### src/hdl/chs_pkg.sv
// Shared types and constants for the disk address translator.
package chs_pkg;

    localparam int unsigned LbaW = 32;
    localparam int unsigned CylW = 16;
    localparam int unsigned HeadW = 4;
    localparam int unsigned SecW = 8;
    localparam int unsigned HeadCntW = 5;
    localparam int unsigned DivisorW = 12;
    localparam int unsigned CfgIdxW = 2;

    localparam logic [LbaW-1:0] MAX_CHS_CAPACITY = 32'd16514064;
    localparam logic [CylW-1:0] CYL_LIMIT = 16'hFFFF;

    localparam logic [1:0] ACT_SET_GEO = 2'd0;
    localparam logic [1:0] ACT_CHS2LBA = 2'd1;
    localparam logic [1:0] ACT_LBA2CHS = 2'd2;

    localparam logic [1:0] STS_OK = 2'd0;
    localparam logic [1:0] STS_REJECT = 2'd1;
    localparam logic [1:0] STS_UNSET = 2'd2;
    localparam logic [1:0] STS_OVERFLOW = 2'd3;

    localparam logic [CfgIdxW-1:0] CFG_PHYS_HEADS = 2'd0;
    localparam logic [CfgIdxW-1:0] CFG_PHYS_SECTORS = 2'd1;
    localparam logic [CfgIdxW-1:0] CFG_CAPACITY = 2'd2;

    typedef struct packed {
        logic [1:0]       action;
        logic [CylW-1:0]  cyl_in;
        logic [HeadW-1:0] head_in;
        logic [SecW-1:0]  sector_in;
        logic [LbaW-1:0]  lba_in;
    } t_req;

    typedef struct packed {
        logic [1:0]       status;
        logic [LbaW-1:0]  lba_out;
        logic [CylW-1:0]  cyl_out;
        logic [HeadW-1:0] head_out;
        logic [SecW-1:0]  sector_out;
        logic             accessible;
    } t_rsp;

    typedef struct packed {
        logic                start;
        logic [LbaW-1:0]     dividend;
        logic [DivisorW-1:0] divisor;
    } t_div_cmd;

    typedef struct packed {
        logic                done;
        logic [LbaW-1:0]     quotient;
        logic [DivisorW-1:0] remainder;
    } t_div_rsp;

    typedef enum logic [2:0] {
        ST_IDLE,
        ST_MUL_H,
        ST_MUL_S,
        ST_DIV_GEO,
        ST_DIV_S,
        ST_DIV_H
    } t_state;

endpackage

### src/hdl/chs_div.sv
// Radix-2 restoring divider producing one quotient bit per cycle.
module chs_div (
    input  logic              i_clk,
    input  logic              i_rst_n,
    input  chs_pkg::t_div_cmd i_cmd,
    output chs_pkg::t_div_rsp o_rsp
);

    localparam int unsigned LbaW = chs_pkg::LbaW;
    localparam int unsigned DvW = chs_pkg::DivisorW;
    localparam int unsigned CntW = $clog2(LbaW);

    logic [LbaW-1:0] r_quo;
    logic [DvW-1:0]  r_rem;
    logic [DvW-1:0]  r_dvs;
    logic [CntW-1:0] r_cnt;
    logic            r_busy;
    logic            r_done;

    logic [DvW:0]   shifted;
    logic [DvW+1:0] diff;

    assign shifted = {r_rem, r_quo[LbaW-1]};
    assign diff    = {1'b0, shifted} - {2'b00, r_dvs};

    always_ff @(posedge i_clk) begin
        if (!i_rst_n) begin
            r_busy <= 1'b0;
            r_done <= 1'b0;
        end else begin
            r_done <= 1'b0;
            if (i_cmd.start && !r_busy) begin
                r_busy <= 1'b1;
            end else if (r_busy && (r_cnt == '0)) begin
                r_busy <= 1'b0;
                r_done <= 1'b1;
            end
        end
    end

    always_ff @(posedge i_clk) begin
        if (i_cmd.start && !r_busy) begin
            r_quo <= i_cmd.dividend;
            r_dvs <= i_cmd.divisor;
            r_rem <= '0;
            r_cnt <= CntW'(LbaW - 1);
        end else if (r_busy) begin
            // A set borrow bit means the trial subtraction went negative.
            if (diff[DvW+1]) begin
                r_rem <= shifted[DvW-1:0];
                r_quo <= {r_quo[LbaW-2:0], 1'b0};
            end else begin
                r_rem <= diff[DvW-1:0];
                r_quo <= {r_quo[LbaW-2:0], 1'b1};
            end
            r_cnt <= r_cnt - CntW'(1);
        end
    end

    assign o_rsp.done      = r_done;
    assign o_rsp.quotient  = r_quo;
    assign o_rsp.remainder = r_rem;

endmodule

### src/hdl/chs_lba_address_translator.sv
// Disk address translator: stored geometry, CHS to LBA and LBA to CHS conversion.
// Set geometry takes one divider pass of 32 shift steps; LBA to CHS takes two such passes
// (by sectors, then by heads); CHS to LBA takes 5 plus 8 shift-add steps.
// A rejected geometry or an unset geometry answers from idle without raising o_busy.
// One request at a time: i_start is taken only while idle; o_busy drops as o_done rises.
// Synchronous active-low reset: limits 16 heads, 63 sectors, zero capacity; no geometry.
module chs_lba_address_translator #(
    parameter logic [chs_pkg::LbaW-1:0] MAX_CHS_CAPACITY = chs_pkg::MAX_CHS_CAPACITY
) (
    input  logic                          i_clk,
    input  logic                          i_rst_n,
    input  logic                          i_start,
    output logic                          o_busy,
    input  chs_pkg::t_req                 i_req,
    output logic                          o_done,
    output chs_pkg::t_rsp                 o_rsp,
    input  logic                          i_cfg_valid,
    output logic                          o_cfg_ready,
    input  logic [chs_pkg::CfgIdxW-1:0]   i_cfg_index,
    input  logic [chs_pkg::LbaW-1:0]      i_cfg_data
);

    localparam int unsigned LbaW = chs_pkg::LbaW;
    localparam int unsigned CylW = chs_pkg::CylW;
    localparam int unsigned HeadW = chs_pkg::HeadW;
    localparam int unsigned SecW = chs_pkg::SecW;
    localparam int unsigned HcW = chs_pkg::HeadCntW;
    localparam int unsigned DvW = chs_pkg::DivisorW;

    // Configuration registers and the stored logical geometry.
    logic [HcW-1:0]  r_phys_heads;
    logic [SecW-1:0] r_phys_secs;
    logic [LbaW-1:0] r_capacity;
    logic [CylW-1:0] r_log_cyls, n_log_cyls;
    logic [HcW-1:0]  r_log_heads, n_log_heads;
    logic [SecW-1:0] r_log_secs, n_log_secs;

    // Sequencer and datapath registers.
    chs_pkg::t_state r_state, n_state;
    chs_pkg::t_req   r_req, n_req;
    chs_pkg::t_rsp   r_rsp, n_rsp;
    logic            r_done, n_done;
    logic [LbaW-1:0] r_acc, n_acc;
    logic [LbaW-1:0] r_mcand, n_mcand;
    logic [SecW-1:0] r_mplier, n_mplier;
    logic [2:0]      r_cnt, n_cnt;
    logic [SecW-1:0] r_sec_rem, n_sec_rem;

    chs_pkg::t_div_cmd div_cmd;
    chs_pkg::t_div_rsp div_rsp;

    logic [LbaW-1:0] mult_sum;
    logic [LbaW-1:0] cap_clamped;
    logic [HcW-1:0]  head_cnt;
    logic [DvW-1:0]  geo_divisor;
    logic            geo_reject;

    chs_div u_div (
        .i_clk   (i_clk),
        .i_rst_n (i_rst_n),
        .i_cmd   (div_cmd),
        .o_rsp   (div_rsp)
    );

    // The config port never stalls; the user must write it only while idle, which is not enforced.
    assign o_cfg_ready = 1'b1;

    always_ff @(posedge i_clk) begin
        if (!i_rst_n) begin
            r_phys_heads <= HcW'(16);
            r_phys_secs  <= SecW'(63);
            r_capacity   <= '0;
        end else if (i_cfg_valid) begin
            unique case (i_cfg_index)
                chs_pkg::CFG_PHYS_HEADS:   r_phys_heads <= i_cfg_data[HcW-1:0];
                chs_pkg::CFG_PHYS_SECTORS: r_phys_secs  <= i_cfg_data[SecW-1:0];
                chs_pkg::CFG_CAPACITY:     r_capacity   <= i_cfg_data;
                default: ;
            endcase
        end
    end

    // Multiplication is done most significant multiplier bit first: double the
    // accumulator and add the multiplicand when the current bit is set.
    assign mult_sum = {r_acc[LbaW-2:0], 1'b0} + (r_mplier[SecW-1] ? r_mcand : '0);

    // Set geometry operands: clamped capacity, plus divisor and checks from the request being accepted.
    assign cap_clamped = (r_capacity > MAX_CHS_CAPACITY) ? MAX_CHS_CAPACITY : r_capacity;
    assign head_cnt    = {1'b0, i_req.head_in} + HcW'(1);
    assign geo_divisor = DvW'(head_cnt) * DvW'(i_req.sector_in);
    assign geo_reject  = ({1'b0, i_req.head_in} > r_phys_heads) ||
                         (i_req.sector_in > r_phys_secs) || (i_req.sector_in == '0);

    always_ff @(posedge i_clk) begin
        if (!i_rst_n) begin
            r_state     <= chs_pkg::ST_IDLE;
            r_done      <= 1'b0;
            r_log_cyls  <= '0;
            r_log_heads <= '0;
            r_log_secs  <= '0;
        end else begin
            r_state     <= n_state;
            r_done      <= n_done;
            r_log_cyls  <= n_log_cyls;
            r_log_heads <= n_log_heads;
            r_log_secs  <= n_log_secs;
        end
    end

    always_ff @(posedge i_clk) begin
        r_req     <= n_req;
        r_rsp     <= n_rsp;
        r_acc     <= n_acc;
        r_mcand   <= n_mcand;
        r_mplier  <= n_mplier;
        r_cnt     <= n_cnt;
        r_sec_rem <= n_sec_rem;
    end

    always_comb begin
        n_state     = r_state;
        n_req       = r_req;
        n_rsp       = r_rsp;
        n_done      = 1'b0;
        n_acc       = r_acc;
        n_mcand     = r_mcand;
        n_mplier    = r_mplier;
        n_cnt       = r_cnt;
        n_sec_rem   = r_sec_rem;
        n_log_cyls  = r_log_cyls;
        n_log_heads = r_log_heads;
        n_log_secs  = r_log_secs;
        div_cmd     = '0;

        unique case (r_state)
            chs_pkg::ST_IDLE: begin
                if (i_start) begin
                    n_req = i_req;
                    case (i_req.action)
                        chs_pkg::ACT_SET_GEO: begin
                            if (geo_reject) begin
                                n_rsp        = '0;
                                n_rsp.status = chs_pkg::STS_REJECT;
                                n_done       = 1'b1;
                            end else begin
                                div_cmd.start    = 1'b1;
                                div_cmd.dividend = cap_clamped;
                                div_cmd.divisor  = geo_divisor;
                                n_state          = chs_pkg::ST_DIV_GEO;
                            end
                        end
                        chs_pkg::ACT_CHS2LBA: begin
                            // First pass forms cylinder times head count.
                            n_mcand  = LbaW'(i_req.cyl_in);
                            n_acc    = '0;
                            n_mplier = {r_log_heads, {(SecW-HcW){1'b0}}};
                            n_cnt    = 3'(HcW - 1);
                            n_state  = chs_pkg::ST_MUL_H;
                        end
                        chs_pkg::ACT_LBA2CHS: begin
                            if ((r_log_secs == '0) || (r_log_heads == '0)) begin
                                n_rsp            = '0;
                                n_rsp.status     = chs_pkg::STS_UNSET;
                                n_rsp.lba_out    = i_req.lba_in;
                                n_rsp.accessible = i_req.lba_in < r_capacity;
                                n_done           = 1'b1;
                            end else begin
                                div_cmd.start    = 1'b1;
                                div_cmd.dividend = i_req.lba_in;
                                div_cmd.divisor  = DvW'(r_log_secs);
                                n_state          = chs_pkg::ST_DIV_S;
                            end
                        end
                        default: ;
                    endcase
                end
            end
            chs_pkg::ST_MUL_H: begin
                n_acc    = mult_sum;
                n_mplier = {r_mplier[SecW-2:0], 1'b0};
                n_cnt    = r_cnt - 3'd1;
                if (r_cnt == '0) begin
                    // Add the head, then multiply the sum by sectors per track.
                    n_mcand  = mult_sum + LbaW'(r_req.head_in);
                    n_acc    = '0;
                    n_mplier = r_log_secs;
                    n_cnt    = 3'(SecW - 1);
                    n_state  = chs_pkg::ST_MUL_S;
                end
            end
            chs_pkg::ST_MUL_S: begin
                n_acc    = mult_sum;
                n_mplier = {r_mplier[SecW-2:0], 1'b0};
                n_cnt    = r_cnt - 3'd1;
                if (r_cnt == '0) begin
                    n_rsp.status     = chs_pkg::STS_OK;
                    n_rsp.lba_out    = mult_sum + LbaW'(r_req.sector_in);
                    n_rsp.cyl_out    = r_req.cyl_in;
                    n_rsp.head_out   = r_req.head_in;
                    n_rsp.sector_out = r_req.sector_in;
                    n_rsp.accessible = (mult_sum + LbaW'(r_req.sector_in)) < r_capacity;
                    n_done           = 1'b1;
                    n_state          = chs_pkg::ST_IDLE;
                end
            end
            chs_pkg::ST_DIV_GEO: begin
                if (div_rsp.done) begin
                    n_log_cyls  = (div_rsp.quotient[LbaW-1:CylW] != '0) ?
                                  chs_pkg::CYL_LIMIT : div_rsp.quotient[CylW-1:0];
                    n_log_heads = {1'b0, r_req.head_in} + HcW'(1);
                    n_log_secs  = r_req.sector_in;
                    n_rsp            = '0;
                    n_rsp.status     = chs_pkg::STS_OK;
                    n_rsp.cyl_out    = n_log_cyls;
                    n_rsp.head_out   = r_req.head_in;
                    n_rsp.sector_out = r_req.sector_in;
                    n_done           = 1'b1;
                    n_state          = chs_pkg::ST_IDLE;
                end
            end
            chs_pkg::ST_DIV_S: begin
                if (div_rsp.done) begin
                    // The remainder is the sector; the quotient is split by head count next.
                    n_sec_rem        = div_rsp.remainder[SecW-1:0];
                    div_cmd.start    = 1'b1;
                    div_cmd.dividend = div_rsp.quotient;
                    div_cmd.divisor  = DvW'(r_log_heads);
                    n_state          = chs_pkg::ST_DIV_H;
                end
            end
            chs_pkg::ST_DIV_H: begin
                if (div_rsp.done) begin
                    n_rsp.status     = (div_rsp.quotient[LbaW-1:CylW] != '0) ?
                                       chs_pkg::STS_OVERFLOW : chs_pkg::STS_OK;
                    n_rsp.lba_out    = r_req.lba_in;
                    n_rsp.cyl_out    = div_rsp.quotient[CylW-1:0];
                    n_rsp.head_out   = div_rsp.remainder[HeadW-1:0];
                    n_rsp.sector_out = r_sec_rem;
                    n_rsp.accessible = r_req.lba_in < r_capacity;
                    n_done           = 1'b1;
                    n_state          = chs_pkg::ST_IDLE;
                end
            end
            default: n_state = chs_pkg::ST_IDLE;
        endcase
    end

    assign o_busy = (r_state != chs_pkg::ST_IDLE);
    assign o_done = r_done;
    assign o_rsp  = r_rsp;

endmodule
### config.mk
export PLATFORM = sky130hd
export DESIGN_NAME = chs_lba_address_translator
export DESIGN_NICKNAME = d
export VERILOG_FILES = /design/src/hdl/chs_pkg.sv /design/src/hdl/chs_div.sv /design/src/hdl/chs_lba_address_translator.sv
export SDC_FILE = /design/constraint.sdc
export NUM_CORES = 1
export LEC_CHECK = 0
export BUFFER_PORTS_ARGS = -buffer_cell sky130_fd_sc_hd__buf_4
export CAP_MARGIN = 20
export CORE_MARGIN = 2
export CORE_UTILIZATION = 50
export DETAILED_ROUTE_END_ITERATION = 12
export PLACE_DENSITY = 0.73
export SYNTH_ARGS = -nofsm -noshare
export SYNTH_HDL_FRONTEND = slang
export SYNTH_HIERARCHICAL = 1
export SYNTH_SLANG_ARGS = --single-unit
### constraint.sdc
create_clock -name i_clk -period 14.2 [get_ports i_clk]
set_input_delay 1.42 -clock i_clk [delete_from_list [all_inputs] [get_ports i_clk]]
set_output_delay 1.42 -clock i_clk [all_outputs]
set_load 0.05 [all_outputs]
# Yosys cells after proc, flatten, opt, wreduce, memory -nomap -nowiden
# Cells that the tools add are included.
# word_totals
input_bits	100
word_cells	159
reg_bits	330
out_inout_bits	66
# op_classes
add_sub_neg	8
bitwise	1
mux	57
n_lt_le_gt_ge	6
multipliers	1
eq_ne	24
n_reduce_logical	34
# op_table
cell	count
two-way mux 63 bit	6
one-hot mux 63 bit (4 select lines)	1
two-way mux 32 bit	7
two-way mux 45 bit	4
one-hot mux 45 bit (2 select lines)	2
one-hot mux 63 bit (2 select lines)	1
less-than comparator 32 bit	3
two-way mux 31 bit	3
one-hot mux 31 bit (3 select lines)	1
one-hot mux 32 bit (2 select lines)	1
adder 32 bit	1
adder 32 x 4 -> 32 bit	1
adder 32 x 8 -> 32 bit	1
greater-than comparator 32 x 24 -> 1 bit, second input constant	1
two-way mux 3 bit	10
two-way mux 8 bit	3
one-hot mux 8 bit (3 select lines)	1
one-hot mux 3 bit (3 select lines)	2
logical NOT 8 bit	2
two-way mux 16 bit	1
AND reduction 8 bit	2
nonzero test 16 bit	1
!= test 3 bit, second input constant	5
one-hot mux 3 bit (5 select lines)	1
other kinds (35)	70

# Longest topological paths before layout
# Gate-level depths: netlist (run 1).
# logic_depth
word_depth	10
ltp_mapped	30
mapped_depth_nobuf	29

# Modules after synthesis
# The synthesis (run 1) kept the hierarchy.
# modules_own_cells
mod	cells_per_inst	n_inst	area_per_inst_um2	seq_area_each_um2
chs_lba_address_translator	1894	1	18330.1	7397.1
chs_div	250	1	3135.5	1701.6

# Worst setup path before layout (run 1)
# No wires, ideal clock.
# synth_path
path_type	input-to-reg
start	in i_req[33] (netlist name)
end	reg r_rsp, in the netlist o_rsp[0] (enable)
setup_time_ns	0.561
path_slack_ns	6.883
cell_stages	10
n_path_buf	0
arrival_ns	6.756
t_required_ns	13.639
path_cell_list	ha_1 -> nor2b_1 -> o21a_1 -> o21a_1 -> o21ai_0 -> nand3b_1 -> a31oi_1 -> nand2_1 -> a21oi_1 -> nor3_1
# synth_via
elab_chain_cells	5
word_cells_on_any_way	6
classes_between	order compare (1); eq/ne (1); reduce/logical (4)
# synth_rtl
element	line_no	rtl
from (decl)	chs_lba_address_translator.sv:14	input chs_pkg::t_req i_req,
greater-than comparator 8 bit	chs_lba_address_translator.sv:92	(i_req.sector_in > r_phys_secs) || (i_req.sector_in == '0);
logical OR 1 bit	chs_lba_address_translator.sv:91	assign geo_reject = ({1'b0, i_req.head_in} > r_phys_heads) ||
logical OR 1 bit (*)	chs_lba_address_translator.sv:92	
!= test 3 bit (no line) (*)	--	
AND reduction 8 bit (no line) (*)	--	
to (signal assigned)	chs_lba_address_translator.sv:112	r_rsp <= n_rsp;
to (decl)	chs_lba_address_translator.sv:41	chs_pkg::t_rsp r_rsp, n_rsp;
# Mark *: on every way between the ends. The rest lies on a longest branch, timed or not.
# A chain may end at the register's enable or synchronous reset.

==> summary.md, run 1 <==
| Metric | Value |
|---|---|
| Global Route Usage Sum | around 28% |
| Routed length per instance | between 20 and 25 microns |
| Clk Tree Root Cell | clkbuf_16 |
| Pleak | 9.81 nW |
| Power Total | approximately 5.8 mW |
| Vias in the first global route | between 15000 and 20000 |
| Detailed Routing Iterations Pass 1 | 6 |
| Core Area | 42100 sq um |
| RSZ-0062 raised after global routing | false |
| Gpl congestion | slightly above 0.9 |
| Share of synthesized registers carrying an async set or reset | 0% |
| Critical path class | flop to flop |
| Nets@finish | 2584 |
| Seq cells post-synth | 330 |
| Tmin final | roughly 7000 ps |
| CP max stage delay | a little over 900 ps |
| Clock Sinks | 330 |
| 1st-iter DRT viols | 1623 |
| Ys Warns | 6 |
| Fin crit share | ~50% |
| Crit path launch type | flop |
| CP Capture Type | flop |
| Slowest CP cell | edfxtp_1 |
| Final setup fails | 0 |
| Prevailing post-synth register cell | edfxtp_1 |
| Total wire length | 62100 microns |
| Die width | 211 microns |
| Clock skew | about 22 ps |
| # DRC | 0 |
| CTS H-Tree Depth | 2 |
| Port Buffers | between 150 and 200 |
| Synth cell types | a little under 100 |
| Number of buffers created by CTS | 39 |
| FP Rows | between 70 and 80 |
| Worst Tran Pin Value | between 1000 and 1500 ps |
| Io pins | roughly 170 |
| Antenna Nets Post-Route | 0 |
| CTS Hold Bufs | 0 |
| First-pass GRT wire length | 96100 microns |
| Cell family with most CP delay | simple AND/OR/NAND/NOR gates |
| Dpl hpwl | around 48000 microns |
| TritonCTS clock tree | yes |
| Initial Utilization | about half |
| Die area | about 45000 sq um |
| Commonest non-fill, non-tap cells in the layout | nand2_1, edfxtp_1, ha_1, buf_4, inv_1 |
| Max clock buf depth | 3 |
| Gr ovfl total | 0 |
| EDFF count, synth | roughly 250 |
| Via Count | between 15000 and 20000 |
| Critical path required time | 14610 ps |
| Relative slew slack | between 20% and 30% |
| Slew Viols, Final | 0 |
| Max cap viols | 0 |
| Layout cell share with drive strength beyond 1 | 14.6% |
| VDD IR max | 0.000109 V |
| Ratio of total power to cell area | around 230 nW/um^2 |
| Synth Cell Area | 21500 sq um |
| Initial antenna violation count | 3 |
| Syn Inst Count | ~2100 |
| Crit path buffers/inverters | 2 |
| Status | completed |
| Drt via density | between 6 and 7 |
| Syn nets | approximately 2500 |
| HP Class | flop to flop |
| Max FO, Critical Path | 32 |
| Final Hold Viols | 0 |
| Layout area overhead | 14.0% |
| Register area share after synthesis | a little over two fifths |
| Post-cts resize count | 0 |
| Setup_tns | 0 ps |
| Clock latency at the later pin of the worst-skew pair | between 500 and 600 ps |
| Post-CTS Setup Inserts | 0 |
| Commonest non-fill, non-tap cell in the layout | nand2_1 |
| Post-Syn Area per Cell | about 10 sq um |
| Worst-path clk slew | about 60 ps |
| Die Height | 211 microns |
| F_max | about 140 MHz |
| Largest net degree at the start of global routing | 66 |
| Worst Path Arrival | 7360 ps |
[synthesized netlist by cell type (5+ instances only)]
cell	n	area, sq um
nor3b_1	5	37.5
o31ai_1	7	52.6
a21o_1	57	428
nor3_1	40	200
and2_1	60	375
a222oi_1	15	150
inv_1	132	495
and4_1	9	78.8
nand2_1	265	995
o211a_1	7	70.1
buf_2	7	35.0
a21boi_0	48	360
xor2_1	33	289
o2111ai_1	5	43.8
a22o_1	38	333
dfxtp_1	81	1620
o21bai_1	9	67.6
nand4_1	31	194
o211ai_1	22	165
a22oi_1	30	225
and3_1	15	93.8
a31oi_1	7	43.8
nand3b_1	9	67.6
mux2i_1	8	80.1
o21a_1	11	82.6
or3_1	11	68.8
ha_1	188	2350
nor4_1	13	81.3
nor2_1	120	450
fa_1	21	420
xnor2_1	60	526
nand2b_1	21	131
nor2b_1	32	200
or4_1	6	45.0
buf_4	6	45.0
o21ai_0	80	400
a221o_1	27	270
mux2_2	32	360
clkbuf_1	74	278
nand3_1	49	245
a21oi_1	98	490
a211oi_1	10	75.1
edfxtp_1	249	7480
[power by group]
part	internal (mW)	switching [mW]
Combinational	1.11	2.03
Clock	0.616	0.416
Sequential	1.42	0.160
[metal layers]
metal | wire length, microns | share of wire (%) | vias to the layer above | global-route usage (%)
met5 | 21 | 0.034 | - | 0
met4 | 1880 | 3.0 | 4 | 9.76
met3 | 4900 | 7.9 | 106 | 4.70
met2 | 28100 | 45 | 642 | 43.7
met1 | 27300 | 44 | 8444 | 39.0
li1 | - | - | 8130 | -
[through the flow]
| stage | worst slack [ps] | util, % | instance area, sq um | hold slack [ps] | std cells |
|---|---|---|---|---|---|
| floorplan | 6880 | - | 21500 | 443 | 2144 |
| global placement | 7540 | 54.9 | 23100 | 455 | 2770 |
| detailed placement | 7360 | 54.9 | 23100 | 470 | 2771 |
| CTS | 7270 | 58.0 | 24400 | 478 | 2840 |
| global route | 6770 | 58.1 | 24500 | 492 | 2842 |
| finish | 7250 | 58.1 | 24500 | 471 | 2843 |
[cell type report]
cell class              instances  area, sq um
well taps                     539          674
diodes                          1         2.50
clock buffers                  45          998
repair buffers                184         1410
fillers                      3588        17700
multi-input cells            1588        11500
clock inverters                24          290
flip-flops and latches        330         9100
inverters                     132          495
[worst register-to-register path: cells and delay by family (launching register included)]
family | cells | cell delay, ps
simple gates | 11 | 2340
compound gates | 9 | 1690
fa+ha+maj | 4 | 1230
flops | 1 | 910
xor+xnor | 2 | 440
buf+inv | 2 | 200
[sequential cells by signal, summed over array words and instances, names as in the netlist, 3 cells and up]
register and flops:
o_rsp 63, r_req 60, r_capacity 32, r_mcand 32, u_div/r_quo 32, r_acc 31
u_div/r_dvs 12, u_div/r_rem 12, r_log_secs 8, r_mplier 8, r_phys_secs 8, r_sec_rem 8
r_log_heads 5, r_phys_heads 5, u_div/r_cnt 5, r_cnt 3, r_state 3
[path summary, 6_finish.rpt]
| path | start | endpoint | slack (ps) | depth (start not counted) |
|---|---|---|---|---|
| hold reg to reg | r_capacity[9]$_SDFFE_PN0P_ | r_capacity[9]$_SDFFE_PN0P_ | 470 | 2 |
| setup reg to reg | r_mplier[7]$_DFFE_PP_ | o_rsp[0]$_DFFE_PP_ | 7250 | 28 |
| setup / recovery | r_mplier[7]$_DFFE_PP_ | o_rsp[0]$_DFFE_PP_ | 7250 | 28 |
| hold / removal | r_capacity[9]$_SDFFE_PN0P_ | r_capacity[9]$_SDFFE_PN0P_ | 470 | 2 |
[cells by family (layout without fill, tap and decap cells)]
logic type / Yosys count / in the layout / synth area share [%]
simple gates: 714 / 714 / 16.4
flops: 330 / 330 / 42.4
compound gates: 528 / 528 / 17.9
mux: 41 / 41 / 2.12
xor+xnor: 95 / 95 / 3.95
buf+inv: 226 / 385 / 4.24
fa+ha+maj: 209 / 209 / 12.9
other cells: 1 / 2 / 0.0175
Power figures use the tool's default switching activity.
==> inputs of run 2 (changes only) <==
- ABC_AREA: not set -> 1
- PLACE_DENSITY: 0.73 -> 0.76
- clock period: 14.2 -> 6.2 ns (I/O delays scaled with it)
==> run 2 against run 1 <==
Effect of this change:
- sequential power up 130%
- synthesized cell count up 34%
- sequential share of layout area down 2.0 points
- combinational power rose to 2.5 times the previous value
- routed wire length up 12%
- first-iteration DRC count up 32%
- via count up 17%
- worst hold slack worse by 230 ps
- total power up 140%
- critical endpoint unchanged
- largest cell class unchanged
==> summary.md, run 2 <==
| Metric | Value |
|---|---|
| Clock skew | between 20 and 25 ps |
| Total wire length | roughly 70000 microns |
| Io pins | around 170 |
| Post-synth top area share | roughly a third |
| # DRC | 0 |
| CP max stage delay | between 400 and 500 ps |
| Share of synthesized registers carrying an async set or reset | 0% |
| Post-CTS Setup Inserts | 0 |
| TritonCTS clock tree | yes |
| Max FO, Critical Path | 31 |
| Via Count | approximately 20000 |
| Setup_tns | 0 ps |
| CTS H-Tree Depth | 2 |
| Antenna Nets Post-Route | 0 |
| Clock latency at the later pin of the worst-skew pair | around 580 ps |
| Max cap viols | 0 |
| Syn Inst Count | between 2000 and 3000 |
| Main area contributors after synthesis | edfxtp_1, nand2_1, ha_1 |
| Post-cts resize count | 0 |
| Die area | ~47000 sq um |
| Synth Cell Area | roughly 23000 sq um |
| Design area | ~26000 sq um |
| Commonest non-fill, non-tap cells in the layout | nand2_1, inv_1, edfxtp_1, ha_1 |
| Prevailing post-synth register cell | edfxtp_1 |
| Drt via density | around 5.6 |
| EDFF count, synth | about 250 |
| Initial antenna violation count | 3 |
| Hold slack | 245 ps |
| Worst-path clk slew | about 60 ps |
| Slew Viols, Final | 0 |
| Routed length per instance | between 15 and 20 microns |
| Max reg flops | 63 |
| 1st-iter DRT viols | approximately 2100 |
| Ys Warns | 6 |
| Max clock buf depth | 3 |
| Critical path required time | roughly 6500 ps |
| Worst Path Arrival | ~5700 ps |
| Crit path launch type | flop |
| Core Area | around 44000 sq um |
| Pre-CTS setup slack | between 800 and 900 ps |
| Clock Sinks | between 300 and 400 |
| First-pass GRT wire length | ~110000 microns |
| Final worst slack | 800 ps |
| Power Total | between 10 and 15 mW |
| Cell family with most CP delay | simple AND/OR/NAND/NOR gates |
| Final Hold Viols | 0 |
| F_max | roughly 190 MHz |
| Synth cell types | 57 |
| Commonest non-fill, non-tap cell in the layout | nand2_1 |
| Post-Syn Area per Cell | 7.85 sq um |
| Non-Filler Instances | about 3700 |
| Tmin final | around 5400 ps |
| Final setup fails | 0 |
| Most common cell in the synthesized netlist | nand2_1 |
| Die width | around 220 microns |
| Seq cells post-synth | 330 |
| Top cells by count, synth | nand2_1, inv_1, edfxtp_1 |
| Worst Tran Pin Value | approximately 1100 ps |
| Nets@finish | around 3300 |
| Gr ovfl total | 0 |
| Die Height | between 200 and 250 microns |
| Layout area overhead | 14.8% |
| Pleak | approximately 12 nW |
| Fin crit share | between 80% and 90% |
| CTS Hold Bufs | 0 |
| Placed insts | between 3000 and 4000 |
| Final core occ | a little under 60% |
| Dominant cell type by area after synthesis | edfxtp_1 |
| Gpl congestion | around 0.98 |
| CP Capture Type | flop |
| Detailed Routing Iterations Pass 1 | 7 |
| Status | completed |
| Relative slew slack | approximately 29% |
| Initial Utilization | 50.9% |
| Largest net degree at the start of global routing | between 60 and 70 |
| Layout cell share with drive strength beyond 1 | around an eighth |
| Syn nets | 3180 |
| VDD IR max | about 0.00038 V |
| CP most frequent cell | nand2_1 |
| Ratio of total power to cell area | roughly 540 nW/um^2 |
| HP Class | primary input to flop |
| Critical path class | flop to flop |
| Slowest CP cell | fa_1 |
| Vias in the first global route | 19800 |
| RSZ-0062 raised after global routing | false |
| Register area share after synthesis | between 40% and 50% |
| Clk Tree Root Cell | clkbuf_16 |
| FP Rows | slightly below 80 |
| Global Route Usage Sum | 29.6% |
| Port Buffers | 164 |
| Crit path buffers/inverters | 5 |
| DP Area | between 20000 and 25000 sq um |
| Number of buffers created by CTS | 40 |
| Dpl hpwl | ~54000 microns |
| Fill count | ~4100 |
-- run 2: changes by cell type after synthesis, moves of 54 or more --
cell	previous run	this run
a21o_1	57	3
a21oi_1	98	153
inv_1	132	440
nand2_1	265	837
nand3_1	49	119
nor2_1	120	185
o21ai_0	80	151
-- run 2: final cells by class --
type / instances / area [sq um] / area share, %
clock buffer: 54 / 1180 / 4.56
timing repair buffer: 184 / 1400 / 5.40
inverter: 461 / 1730 / 6.69
multi-input combinational: 2015 / 11500 / 44.4
tap: 592 / 741 / 2.86
clock inverter: 19 / 230 / 0.890
sequential: 330 / 9100 / 35.2
antenna: 1 / 2.50 / 0.00968
-- run 2: logic make-up after synthesis --
logic type,after synthesis,synth area share [%]
AND/OR/NAND/NOR,1324,25.1
buffers and inverters,526,8.91
AO/OA/AOI/OAI,431,11.1
flip-flops,330,40.4
adder cells (fa/ha/maj),209,12.3
XOR/XNOR,50,2.23
other,1,0.0166
-- run 2: final timing paths --
path	startpoint	to	slack, ps	cells after the start
setup / recovery	r_mplier[7]$_DFFE_PP_	o_rsp[0]$_DFFE_PP_	800	29
hold / removal	i_req[46]	r_req[46]$_DFFE_PP_	250	1
hold reg to reg	u_div/r_cnt[4]$_SDFFE_PP1P_	u_div/r_cnt[4]$_SDFFE_PP1P_	460	2
setup reg to reg	r_mplier[7]$_DFFE_PP_	o_rsp[0]$_DFFE_PP_	800	29
-- run 2: routing by layer --
layer	up-vias	share of wire, %	GRT usage [%]
met5	-	0.042	0
met4	4	4.1	13.0
met3	167	7.8	3.79
met2	861	46	48.9
met1	9546	42	39.1
li1	9743	-	-
-- run 2: power by group --
part / switching [mW] / total (mW) / internal, mW / leakage (nW)
Combinational: 5.58 / 7.94 / 2.36 / 8.47
Sequential: 0.286 / 3.56 / 3.28 / 3.03
Clock: 0.994 / 2.51 / 1.51 / 0.689
Total: 6.86 / 14.0 / 7.15 / 12.2
